### config.mk
export PLATFORM = sky130hd
export DESIGN_NAME = led_driver_serial_frame_gen
export DESIGN_NICKNAME = d
export VERILOG_FILES = /design/src/rtl/core/ldsfg_pkg.sv /design/src/rtl/core/ldsfg_front.sv /design/src/rtl/core/ldsfg_queue.sv /design/src/rtl/core/ldsfg_back.sv /design/src/rtl/core/led_driver_serial_frame_gen.sv
export SDC_FILE = /design/constraint.sdc
export NUM_CORES = 1
export LEC_CHECK = 0
export ABC_AREA = 1
export BUFFER_PORTS_ARGS = -buffer_cell sky130_fd_sc_hd__buf_2
export CAP_MARGIN = 25
export CORE_MARGIN = 4
export CORE_UTILIZATION = 30
export DETAILED_ROUTE_END_ITERATION = 6
export PLACE_DENSITY = 0.52
export SLEW_MARGIN = 20
export SYNTH_ARGS = -nofsm -noshare
export SYNTH_HDL_FRONTEND = slang
export SYNTH_SLANG_ARGS = --single-unit
### constraint.sdc
create_clock -name i_clk -period 2.95 [get_ports i_clk]
set_input_delay 0.4425 -clock i_clk [delete_from_list [all_inputs] [get_ports i_clk]]
set_output_delay 0.4425 -clock i_clk [all_outputs]
set_load 0.01 [all_outputs]
### src/rtl/core/ldsfg_pkg.sv
// Package for the LED driver serial frame generator.
// Holds the item, result and job types and the fixed bit positions of the latch window.
// No dependencies.
package ldsfg_pkg;

    localparam int WordBits = 16;
    localparam int ChainW   = 5;

    // First bit clock (0 = MSB) on which the latch line is high.
    localparam logic [3:0] DataLatchFirst   = 4'd15;
    localparam logic [3:0] GlobalLatchFirst = 4'd14;
    localparam logic [3:0] CfgLatchFirst    = 4'd5;
    localparam logic [3:0] LastBitIdx       = 4'd15;

    localparam logic OpGray   = 1'b0;
    localparam logic OpConfig = 1'b1;

    typedef struct packed {
        logic        opcode;
        logic [15:0] word;
        logic [5:0]  gain;
    } t_in_item;

    typedef struct packed {
        logic serial_data;
        logic latch_enable;
        logic last_bit;
    } t_result;

    // One classified word waiting to be shifted out.
    typedef struct packed {
        logic [15:0] data;
        logic        latch;
        logic [3:0]  latch_first;
    } t_job;

    // Write side of the job queue.
    typedef struct packed {
        logic push;
        t_job job;
    } t_job_wr;

    // Read side status of the job queue.
    typedef struct packed {
        logic empty;
        t_job job;
    } t_job_rd;

endpackage

### src/rtl/core/ldsfg_front.sv
// Front end of the LED driver serial frame generator: accepts items, holds the chain
// length register and the chain and group counters, and builds one job per word.
// Depends on ldsfg_pkg.
module ldsfg_front
    import ldsfg_pkg::*;
#(
    parameter int MAX_CHIPS      = 16,
    parameter int CHANNEL_GROUPS = 16
) (
    input  logic              i_clk,
    input  logic              i_rst_n,
    input  logic              i_cfg_valid,
    input  logic [ChainW-1:0] i_cfg_data,
    input  logic              i_push,
    input  t_in_item          i_item,
    input  logic              i_q_full,
    output t_job_wr           o_wr
);

    localparam int CW = (MAX_CHIPS > 1) ? $clog2(MAX_CHIPS) : 1;
    localparam int GW = $clog2(CHANNEL_GROUPS);
    localparam logic [7:0]    MaxChips  = 8'(MAX_CHIPS);
    localparam logic [7:0]    MaxLast   = 8'(MAX_CHIPS - 1);
    localparam logic [GW-1:0] LastGroup = GW'(CHANNEL_GROUPS - 1);

    logic [ChainW-1:0] r_chain;
    logic [CW-1:0]     r_chip, n_chip;
    logic [GW-1:0]     r_group, n_group;
    logic [CW-1:0]     r_copy, n_copy;

    logic [7:0] w_cfg_ext;
    logic [7:0] w_last_pos;
    logic       w_accept;
    logic       w_chip_last;
    logic       w_copy_last;
    logic       w_final_group;
    t_job       w_job;

    assign w_accept  = i_push && !i_q_full;
    assign w_cfg_ext = 8'(r_chain);

    // Position of the last chip; a zero length acts as one, an oversize one is clamped.
    always_comb begin
        if (w_cfg_ext == 8'd0) begin
            w_last_pos = 8'd0;
        end else if (w_cfg_ext > MaxChips) begin
            w_last_pos = MaxLast;
        end else begin
            w_last_pos = w_cfg_ext - 8'd1;
        end
    end

    assign w_chip_last   = 8'(r_chip) >= w_last_pos;
    assign w_copy_last   = 8'(r_copy) >= w_last_pos;
    assign w_final_group = r_group >= LastGroup;

    always_comb begin
        n_chip  = r_chip;
        n_group = r_group;
        n_copy  = r_copy;
        w_job   = '0;
        if (i_item.opcode == OpConfig) begin
            w_job.data        = {i_item.word[15:8], i_item.word[7:2] | i_item.gain,
                                 i_item.word[1:0]};
            w_job.latch       = w_copy_last;
            w_job.latch_first = CfgLatchFirst;
            if (w_accept) begin
                n_copy = w_copy_last ? '0 : r_copy + CW'(1);
            end
        end else begin
            w_job.data        = i_item.word;
            w_job.latch       = w_chip_last;
            w_job.latch_first = w_final_group ? GlobalLatchFirst : DataLatchFirst;
            if (w_accept) begin
                if (w_chip_last) begin
                    n_chip  = '0;
                    n_group = w_final_group ? '0 : r_group + GW'(1);
                end else begin
                    n_chip = r_chip + CW'(1);
                end
            end
        end
    end

    always_ff @(posedge i_clk) begin
        if (!i_rst_n) begin
            r_chain <= ChainW'(1);
            r_chip  <= '0;
            r_group <= '0;
            r_copy  <= '0;
        end else begin
            if (i_cfg_valid) begin
                r_chain <= i_cfg_data;
            end
            r_chip  <= n_chip;
            r_group <= n_group;
            r_copy  <= n_copy;
        end
    end

    assign o_wr.push = w_accept;
    assign o_wr.job  = w_job;

`ifndef ASSERT_OFF
    a_group_range: assert property (@(posedge i_clk) disable iff (!i_rst_n)
        r_group <= LastGroup)
        else $error("group index beyond last channel group");

    a_gray_leaves_copy: assert property (@(posedge i_clk) disable iff (!i_rst_n)
        (w_accept && i_item.opcode == OpGray) |=> $stable(r_copy))
        else $error("grayscale item moved the configuration counter");
`endif

endmodule

### src/rtl/core/ldsfg_queue.sv
// Two-entry job queue between the front end and the serializer.
// Depends on ldsfg_pkg.
module ldsfg_queue
    import ldsfg_pkg::*;
(
    input  logic    i_clk,
    input  logic    i_rst_n,
    input  t_job_wr i_wr,
    input  logic    i_pop,
    output logic    o_full,
    output t_job_rd o_rd
);

    t_job       r_mem [2];
    logic       r_wr_ptr;
    logic       r_rd_ptr;
    logic [1:0] r_count, n_count;

    always_comb begin
        n_count = r_count;
        if (i_wr.push && !i_pop) begin
            n_count = r_count + 2'd1;
        end else if (!i_wr.push && i_pop) begin
            n_count = r_count - 2'd1;
        end
    end

    always_ff @(posedge i_clk) begin
        if (!i_rst_n) begin
            r_wr_ptr <= 1'b0;
            r_rd_ptr <= 1'b0;
            r_count  <= 2'd0;
        end else begin
            if (i_wr.push) begin
                r_wr_ptr <= !r_wr_ptr;
            end
            if (i_pop) begin
                r_rd_ptr <= !r_rd_ptr;
            end
            r_count <= n_count;
        end
    end

    always_ff @(posedge i_clk) begin
        if (i_wr.push) begin
            r_mem[r_wr_ptr] <= i_wr.job;
        end
    end

    assign o_full     = r_count == 2'd2;
    assign o_rd.empty = r_count == 2'd0;
    assign o_rd.job   = r_mem[r_rd_ptr];

`ifndef ASSERT_OFF
    a_count_range: assert property (@(posedge i_clk) disable iff (!i_rst_n)
        r_count <= 2'd2)
        else $error("job queue count out of range");

    a_no_underflow: assert property (@(posedge i_clk) disable iff (!i_rst_n)
        !(i_pop && r_count == 2'd0))
        else $error("job queue read while empty");
`endif

endmodule

### src/rtl/core/ldsfg_back.sv
// Serializer of the LED driver serial frame generator: takes one job at a time from
// the queue and presents its sixteen bit clocks, MSB first. Depends on ldsfg_pkg.
module ldsfg_back
    import ldsfg_pkg::*;
(
    input  logic    i_clk,
    input  logic    i_rst_n,
    input  t_job_rd i_rd,
    output logic    o_q_pop,
    input  logic    i_pop,
    output logic    o_empty,
    output t_result o_result
);

    logic       r_busy;
    t_job       r_job;
    logic [3:0] r_bit;

    logic w_take;
    logic w_done;
    logic w_load;

    assign w_take  = i_pop && r_busy;
    assign w_done  = w_take && (r_bit == LastBitIdx);
    assign w_load  = (!r_busy || w_done) && !i_rd.empty;
    assign o_q_pop = w_load;

    always_ff @(posedge i_clk) begin
        if (!i_rst_n) begin
            r_busy <= 1'b0;
            r_bit  <= '0;
        end else begin
            if (w_load) begin
                r_busy <= 1'b1;
                r_bit  <= '0;
            end else if (w_done) begin
                r_busy <= 1'b0;
                r_bit  <= '0;
            end else if (w_take) begin
                r_bit <= r_bit + 4'd1;
            end
        end
    end

    always_ff @(posedge i_clk) begin
        if (w_load) begin
            r_job <= i_rd.job;
        end
    end

    assign o_empty               = !r_busy;
    assign o_result.serial_data  = r_job.data[~r_bit];
    assign o_result.latch_enable = r_job.latch && (r_bit >= r_job.latch_first);
    assign o_result.last_bit     = r_bit == LastBitIdx;

`ifndef ASSERT_OFF
    a_idle_bit_zero: assert property (@(posedge i_clk) disable iff (!i_rst_n)
        !r_busy |-> r_bit == 4'd0)
        else $error("bit counter moved while idle");

    a_drain_to_idle: assert property (@(posedge i_clk) disable iff (!i_rst_n)
        (w_done && i_rd.empty) |=> !r_busy)
        else $error("serializer stayed busy after its last bit");
`endif

endmodule

### src/rtl/core/led_driver_serial_frame_gen.sv
// Top level of the LED driver serial frame generator.
// Instantiates ldsfg_front, ldsfg_queue and ldsfg_back; uses ldsfg_pkg.
//
// Usage: words for a daisy chain of shift-and-latch LED driver chips enter as items on
// a queue-style input (push/full); an item is taken at a clock edge with push high and
// full low. Each item is a grayscale word (opcode 0) or a configuration word (opcode 1,
// gain ORed in at bit 2). Every item yields sixteen result items, one per serial bit
// clock, MSB first, read from a queue-style output (empty/pop): the oldest result is on
// o_result while empty is low and is taken at an edge with pop high.
// The latch line is raised only on a chain's last word: on the final bit for a data
// latch, on the last two bits of the last channel group for a global latch, and on the
// last eleven bits of a configuration write.
// The chain length register is written through i_cfg_valid/i_cfg_data; o_cfg_ready is
// always high. It should be written only while the block is idle.
// The first bit of an item reaches o_result after the item has been written into the job
// queue and then loaded into the serializer's job register, when the serializer is idle.
// Throughput: one result per cycle while pop is held and work is queued; the single
// serializer and its bit counter shift one word at a time. A
// two-entry job queue lets up to two further items be taken while a word is shifting,
// so a new word follows the previous sixteenth bit without a gap.
// Reset clears all counters, empties the queue and sets the chain length to one.
// When the receiver stalls, the current bit holds and full rises once the queue fills.
module led_driver_serial_frame_gen
    import ldsfg_pkg::*;
#(
    parameter int MAX_CHIPS      = 16,
    parameter int CHANNEL_GROUPS = 16
) (
    input  logic              i_clk,
    input  logic              i_rst_n,
    input  logic              i_cfg_valid,
    output logic              o_cfg_ready,
    input  logic [ChainW-1:0] i_cfg_data,
    input  logic              push,
    output logic              full,
    input  t_in_item          i_item,
    output logic              empty,
    input  logic              pop,
    output t_result           o_result
);

    t_job_wr w_wr;
    t_job_rd w_rd;
    logic    w_q_full;
    logic    w_q_pop;

    // The chain length register takes a write in any cycle.
    assign o_cfg_ready = 1'b1;
    assign full        = w_q_full;

    ldsfg_front #(
        .MAX_CHIPS      (MAX_CHIPS),
        .CHANNEL_GROUPS (CHANNEL_GROUPS)
    ) u_front (
        .i_clk       (i_clk),
        .i_rst_n     (i_rst_n),
        .i_cfg_valid (i_cfg_valid),
        .i_cfg_data  (i_cfg_data),
        .i_push      (push),
        .i_item      (i_item),
        .i_q_full    (w_q_full),
        .o_wr        (w_wr)
    );

    ldsfg_queue u_queue (
        .i_clk   (i_clk),
        .i_rst_n (i_rst_n),
        .i_wr    (w_wr),
        .i_pop   (w_q_pop),
        .o_full  (w_q_full),
        .o_rd    (w_rd)
    );

    ldsfg_back u_back (
        .i_clk    (i_clk),
        .i_rst_n  (i_rst_n),
        .i_rd     (w_rd),
        .o_q_pop  (w_q_pop),
        .i_pop    (pop),
        .o_empty  (empty),
        .o_result (o_result)
    );

`ifndef ASSERT_OFF
    a_accept_not_full: assert property (@(posedge i_clk) disable iff (!i_rst_n)
        w_wr.push |-> !full)
        else $error("job written into a full queue");
`endif

endmodule
==> reports/qor.txt, run 1 <==
antenna-violating nets left -> 0
GP Congestion -> 0.775
Post-Synth Adder-Cell Area -> 5.63%
Data arrival, critical path -> 1980 ps
non-filler cells, final -> 593
mux cell area share after synthesis -> 0%
MaxCap Viol Count -> 0
Synth Register Bits -> 83
Final Max Tran Viols -> 0
Reg2Reg Launch Point -> u_front.r_chain[0]
DP Wirelength -> 5.27 mm
commonest non-fill, non-tap cell in the layout -> nand2_1
Hold Startpoint -> i_item[16]
Placed Instance Area -> 4170 µm²
number of DRC markers in iteration 0 -> 143
dominant cell type by area after synthesis -> edfxtp_1
Max Clk Rate -> 0.413 GHz
Initial Utilization -> 31.1%
Synth area leaders -> edfxtp_1 (45%), dfxtp_1 (14%), nand2_1 (9.5%), ha_1 (5.6%), o21ai_0 (3.7%)
Sw Share -> 29.0%
Die ar. -> 14500 µm²
Distinct cells, synth -> 34
sequential fraction of the synthesis area -> 59.1%
CTS Root Cell -> clkbuf_16
min Tclk post-route -> 2420 ps
cts bufs inserted -> 9
Hold Slack -> 300 ps
power share of the combinational group -> 21.6%
largest family of logic cells by synthesized area -> simple AND/OR/NAND/NOR gates
Die Span X -> 120 µm
worst reg2reg setup slack -> 690 ps
core area -> 12200 µm²
Die Height -> 120 µm
slew margin rel. -> 53.0%
Worst Setup End Kind -> primary output
net switching power -> 1.09 mW
Post-Syn Instances -> 377
Syn Area/Cell -> 10.0 µm²
clk sinks -> 83
Pre-antenna DRT Iters -> 4
CP Cell Sequence -> inv_2, ha_1, inv_1, nand2_1, a21oi_1, nor2_1, o21ai_0, inv_1, buf_2
Vias -> 2611
routed length per instance -> 12.3 µm
Synth Area in Compound Gates -> 10.2%
Worst EP required -> 2510 ps
pwr/cell area -> 837 nW/µm²
n_diodes -> 0
synthesis-to-finish area growth -> 19.3%
worst reg2reg path endpoint -> u_queue.r_mem[1][4]
Hold EP -> u_queue.r_mem[0][15]
Syn Std Cell Area -> 3780 µm²
port buffer count -> 37
Int Pwr -> 2.68 mW
status -> complete, no violations
number of global-route vias before repair -> 2520
Final Cell Area -> 4510 µm²
hold-fix buffers at CTS -> 0
slowest stage delay, CP -> 540 ps
Max Fanout on Critical Path -> 12
Post-Synth Simple-Gate Area -> 18.2%
largest net degree at the start of global routing -> 22
Top delay family on crit path -> flip-flops
CP Class -> flop to primary output
Final setup viols -> 0
Final Skew -> 6.16 ps
setup TNS -> 0 ps
share of cells above drive strength 1 -> 19.3%
Buf/Inv on CP -> 4
HP Class -> primary input to flop
worst skew pair latency -> 330 ps
most frequent cells in the layout -> nand2_1 (96), edfxtp_1 (57), buf_2 (37), inv_1 (34), o21ai_0 (28)
clock share of power -> 33.7%
Row Count -> 40
final wirelength -> 7.27 mm
total of warnings raised by yosys -> 0
num ports -> 39
Vias per Instance -> 4.40
Worst-Margin Slew -> 704 ps
CTS tree -> done
Crit-path slowest cell -> dfxtp_1
Hold Vio Cnt, Final -> 0
R2R cell count -> 11
initial antenna violation count -> 0
final worst path period share -> 82.1%
Leak Pwr -> 1.90 nW
H-tree depth -> 3
post-synthesis xor/xnor area fraction -> 1.39%
Total GRT Usage -> 10.7%
Longest Clk Path Bufs -> 2
startpoint type of the worst setup path -> flop
fin nets -> 471
RSZ-0062 raised after global routing -> false
Remaining DRCs -> 0
Reg power frac -> 44.7%
fill cell count -> 1219
placed insts -> 578
Peak VDD IR -> 0.346 mV
post-CTS sizing -> 0
share of the synthesized area in the top cell type -> 45.3%
net count after synthesis -> 427
hold depth -> 1
post-CTS setup buffer count -> 0
crit-path most repeated cell -> inv_1
Reg clk slew, reported paths -> 60 ps
global-route wire length before repair -> 12.1 mm
remaining global-route overflow -> 0
metrics by stage:
stage	power, mW	setup slack, ps	utilization (%)
after floorplan	2.27	919	-
after global placement	2.53	762	34.3
after detailed placement	2.55	698	34.3
after CTS	3.83	502	37.1
after global routing	4.01	352	37.1
final	3.77	527	37.1
routing by layer:
metal  vias up  GRT usage [%]  share of wire, %
li1       1357              -                 -
met1      1197           13.6                47
met2        50           17.5                47
met3         7           2.85               3.9
met4         0           3.82               1.2
met5         -              0                 0
synth_stat cells (all sizes together):
master  number
clkinv       1
nand4        7
a31oi        1
xnor2        1
o211ai       5
a21o         6
nor3         1
inv         40
dfxtp       26
o21ai       32
nand2      100
buf          6
ha          17
nand3       11
conb         1
clkbuf       3
xor2         5
edfxtp      57
nor2        31
a21oi       26
kinds of logic after synthesis:
kind of cell	after synthesis
flops	83
xor+xnor	6
compound gates	70
fa+ha+maj	17
other cells	1
simple gates	150
buf+inv	50
registers in the layout, summed over array words and instances, names as in the netlist, 2 cells and up:
signal,cells
u_back.r_job,19
u_front.r_group,4
u_back.r_bit,4
u_queue.r_count,2
u_front.r_chain,5
u_front.r_chip,4
u_front.r_copy,4
u_queue.r_mem,38
worst max-delay path by stage:
stage | from | endpoint | slack, ps | cells after the start
final | u_back.r_bit[0] | o_result[1] | 530 | 9
after global routing | u_front.r_chain[0] | u_queue.r_mem[0][4] | 350 | 15
after CTS | u_back.r_bit[0] | o_result[1] | 500 | 9
after detailed placement | u_front.r_chain[0] | u_queue.r_mem[0][4] | 700 | 15
after global placement | u_front.r_chain[0] | u_queue.r_mem[0][4] | 760 | 11
after floorplan | u_front.r_chain[0] | u_queue.r_mem[0][4] | 920 | 15
cell type report:
class	instances	area (µm²)	share of cell area, %
clock buffers	9	225	5.00
multi-input cells	244	1350	29.9
well taps	168	210	4.66
inverters	41	159	3.52
repair buffers	42	223	4.94
clock inverters	6	113	2.50
flip-flops and latches	83	2230	49.5
power by group through the flow:
stage          logic (mW)  registers [mW]  clock network (mW)
2_1_floorplan       0.586            1.68                   0
3_3_place_gp        0.819            1.71                   0
3_5_place_dp        0.839            1.71                   0
4_1_cts             0.839            1.69                1.30
5_1_grt             0.947            1.71                1.35
6_report            0.815            1.69                1.27
(Power assumes the default switching activity.)
==> run 2: changes to the inputs <==
--- a/config.mk
+++ b/config.mk
@@ -5,7 +5,7 @@
 export SDC_FILE = /design/constraint.sdc
 export NUM_CORES = 1
 export LEC_CHECK = 0
-export ABC_AREA = 1
+export ABC_AREA = 0
 export BUFFER_PORTS_ARGS = -buffer_cell sky130_fd_sc_hd__buf_2
 export CAP_MARGIN = 25
 export CORE_MARGIN = 4
==> constraint.sdc (replaced) <==
create_clock -name i_clk -period 2.4 [get_ports i_clk]
set_input_delay 0.36 -clock i_clk [delete_from_list [all_inputs] [get_ports i_clk]]
set_output_delay 0.36 -clock i_clk [all_outputs]
set_load 0.01 [all_outputs]
==> reports/qor.txt, run 2 <==
status -> complete, but fails checks
failing checks -> negative setup slack
Initial Utilization -> 30.6% (-0.43 points)
Leak Pwr -> 1.73 nW (-9.0%)
CP Cell Sequence -> inv_2, ha_4, nor3b_4, maj3_2, ha_4, a2111o_1, and3_4, or4_4, a21oi_2
Hold Vio Cnt, Final -> 0 (unchanged)
Worst EP required -> 2650 ps (+140 ps)
Buf/Inv on CP -> 1 (-3)
pwr/cell area -> 943 nW/µm² (+13%)
placed insts -> 470 (-19%)
min Tclk post-route -> 2490 ps
Synth Register Bits -> 83 (unchanged)
dominant cell type by area after synthesis -> edfxtp_1
most common cell in the netlist -> edfxtp_1
GP Congestion -> 0.695 (-10%)
n_diodes -> 0 (unchanged)
total of warnings raised by yosys -> 0 (unchanged)
Worst-Margin Slew -> 683 ps (-21.3 ps)
largest registers -> u_queue.r_mem (38), u_back.r_job (19), u_front.r_chain (5)
commonest non-fill, non-tap cell in the layout -> edfxtp_1
EDFF count, synth -> 57 (unchanged)
DP Wirelength -> 4.80 mm (-9.0%)
CP Class -> flop to flop
H-tree depth -> 3 (unchanged)
Crit-path slowest cell -> a2111o_1
final wirelength -> 6.89 mm (-5.1%)
worst reg2reg setup slack -> -90 ps (-780 ps)
Top delay family on crit path -> simple AND/OR/NAND/NOR gates
Max Clk Rate -> 0.402 GHz
Hold Slack -> 219 ps (-81.6 ps)
Data arrival, critical path -> 2740 ps (+760 ps)
Distinct cells, synth -> 46 (+35%)
fill cell count -> 1165 (-4.4%)
Final Cell Area -> 4560 µm² (+1.2%)
routed length per instance -> 14.1 µm (+15%)
Reg clk slew, reported paths -> 60 ps (about the same)
CTS tree -> done
MaxCap Viol Count -> 0 (unchanged)
number of global-route vias before repair -> 2343 (-7.0%)
Syn Area/Cell -> 13.1 µm² (+31%)
Vias per Instance -> 4.68 (+6.4%)
share of the synthesized area in the top cell type -> 46.5% (+1.2 points)
clk sinks -> 83 (unchanged)
cts bufs inserted -> 9 (unchanged)
Worst Setup End Kind -> flop
Max Fanout on Critical Path -> 5 (-7)
fraction of registers with async set or reset after synthesis -> 0% (unchanged)
fin nets -> 387 (-18%)
sequential fraction of the synthesis area -> 60.7% (+1.6 points)
Final Skew -> 4.54 ps (-1.62 ps)
RSZ-0062 raised after global routing -> true
max reg flops -> 38 (unchanged)
HP Class -> primary input to flop
slew margin rel. -> 54.4% (+1.4 points)
final worst path period share -> 104%
share of cells above drive strength 1 -> 35.4% (+16 points)
CTS Root Cell -> clkbuf_16
Die Span X -> 119 µm (-1.2%)
net count after synthesis -> 331 (-22%)
worst skew pair latency -> 330 ps (about the same)
Row Count -> 40 (unchanged)
startpoint type of the worst setup path -> flop
synthesis-to-finish area growth -> 24.0%
fin worst setup slack -> -90.2 ps (-617 ps)
non-filler cells, final -> 489 (-18%)
Total GRT Usage -> 10.0% (-0.67 points)
core area -> 12000 µm² (-1.2%)
Peak VDD IR -> 0.424 mV (+23%)
num ports -> 39 (unchanged)
Die ar. -> 14100 µm² (-2.4%)
Place WS -> -75.5 ps (-773 ps)
initial antenna violation count -> 0 (unchanged)
crit-path most repeated cell -> ha_4
Pre-antenna DRT Iters -> 4 (unchanged)
top_reg_cell synth -> edfxtp_1
port buffer count -> 37 (unchanged)
most flop-heavy register -> u_queue.r_mem
Final setup viols -> 3 (+3)
Placed Instance Area -> 4170 µm² (about the same)
Syn Std Cell Area -> 3680 µm² (-2.6%)
Synth area leaders -> edfxtp_1 (47%), dfxtp_1 (14%), mux2_2 (5.8%), ha_1 (5.8%), mux4_2 (3.1%)
Remaining DRCs -> 0 (unchanged)
global-route wire length before repair -> 11.3 mm (-6.5%)
largest net degree at the start of global routing -> 21 (-4.5%)
remaining global-route overflow -> 0 (unchanged)
slowest stage delay, CP -> 420 ps (-120 ps)
antenna-violating nets left -> 0 (unchanged)
most frequent cells in the layout -> edfxtp_1 (57), buf_2 (37), dfxtp_1 (24), nor2_1 (19), mux2_2 (19)
Synth top cells by count -> edfxtp_1 (57), dfxtp_1 (26), nor2_1 (21)
Final Max Tran Viols -> 0 (unchanged)
Post-Syn Instances -> 281 (-25%)
number of DRC markers in iteration 0 -> 47 (-67%)
Vias -> 2290 (-12%)
Die Height -> 119 µm (-1.2%)
Longest Clk Path Bufs -> 2 (unchanged)
[run 2: cell types whose count changed in the layout (fill, tap and decap cells not counted), sizes merged, moves of 14 or more]
cell   delta
nand2    -82
a21oi    -16
o21ai    -21
buf      +14
mux2     +19
inv      -30
[run 2: per-stage QoR]
stage / util, % / total power [mW] / setup TNS (ps)
finish: 38.0 / 4.30 / -130
global route: 38.0 / 4.54 / -871
CTS: 37.5 / 4.34 / -86.4
detailed placement: 34.7 / 2.94 / -305
global placement: 34.7 / 2.92 / -76.8
floorplan: - / 2.62 / -294
[run 2: report_power, final]
group          switching (mW)  internal [mW]  total, mW
Clock                   0.532          0.837       1.37
Sequential              0.116           1.88       1.99
Combinational           0.487          0.453      0.940
Total                    1.13           3.17       4.30
[run 2: final cells by class]
class                      count  area [µm²]  area share [%]
sequential                    83        2230            49.0
clock inverter                 4        52.6            1.15
multi-input combinational    175        1460            31.9
clock buffer                  12         246            5.40
inverter                      12        45.0           0.987
tap                          147         184            4.03
timing repair buffer          56         344            7.54
[run 2: worst reg2reg max path: stages, from the launching register on]
cell and delay [ps]:
dfxtp_2 330, inv_2 50, ha_4 170, nor3b_4 150, maj3_2 340, ha_4 220, a2111o_1 420, and3_4 180
or4_4 410, a21oi_2 150
[run 2: worst paths after layout]
path | from | to | depth (start not counted)
setup / recovery | u_front.r_chain[0] | u_front.r_chip[3] | 9
setup reg to reg | u_front.r_chain[0] | u_front.r_chip[3] | 9
hold / removal | i_item[21] | u_queue.r_mem[0][20] | 1
hold reg to reg | u_front.r_group[1] | u_front.r_group[1] | 2
[run 2: routing by layer]
metal / vias to the layer above / wire length, µm / track usage (%)
li1: 1157 / - / -
met4: 0 / 102 / 3.55
met1: 1091 / 3200 / 12.6
met2: 36 / 3380 / 17.0
met3: 6 / 212 / 2.25
met5: - / 0 / 0
[run 2: cells by family after synthesis]
family	after synthesis	share of synthesized area [%]
XOR/XNOR	7	1.67
multiplexers	30	10.5
AO/OA/AOI/OAI	42	7.38
AND/OR/NAND/NOR	77	10.9
adder cells (fa/ha/maj)	18	6.05
other	1	0.102
buffers and inverters	23	2.69
flip-flops	83	60.7
[run 2: what timing repair did]
action,in CTS,in global routing
gates resized for setup,7,16
endpoints found under the setup margin,8,14
setup buffers,1,2
hold buffers,0,0
pin swaps,8,14
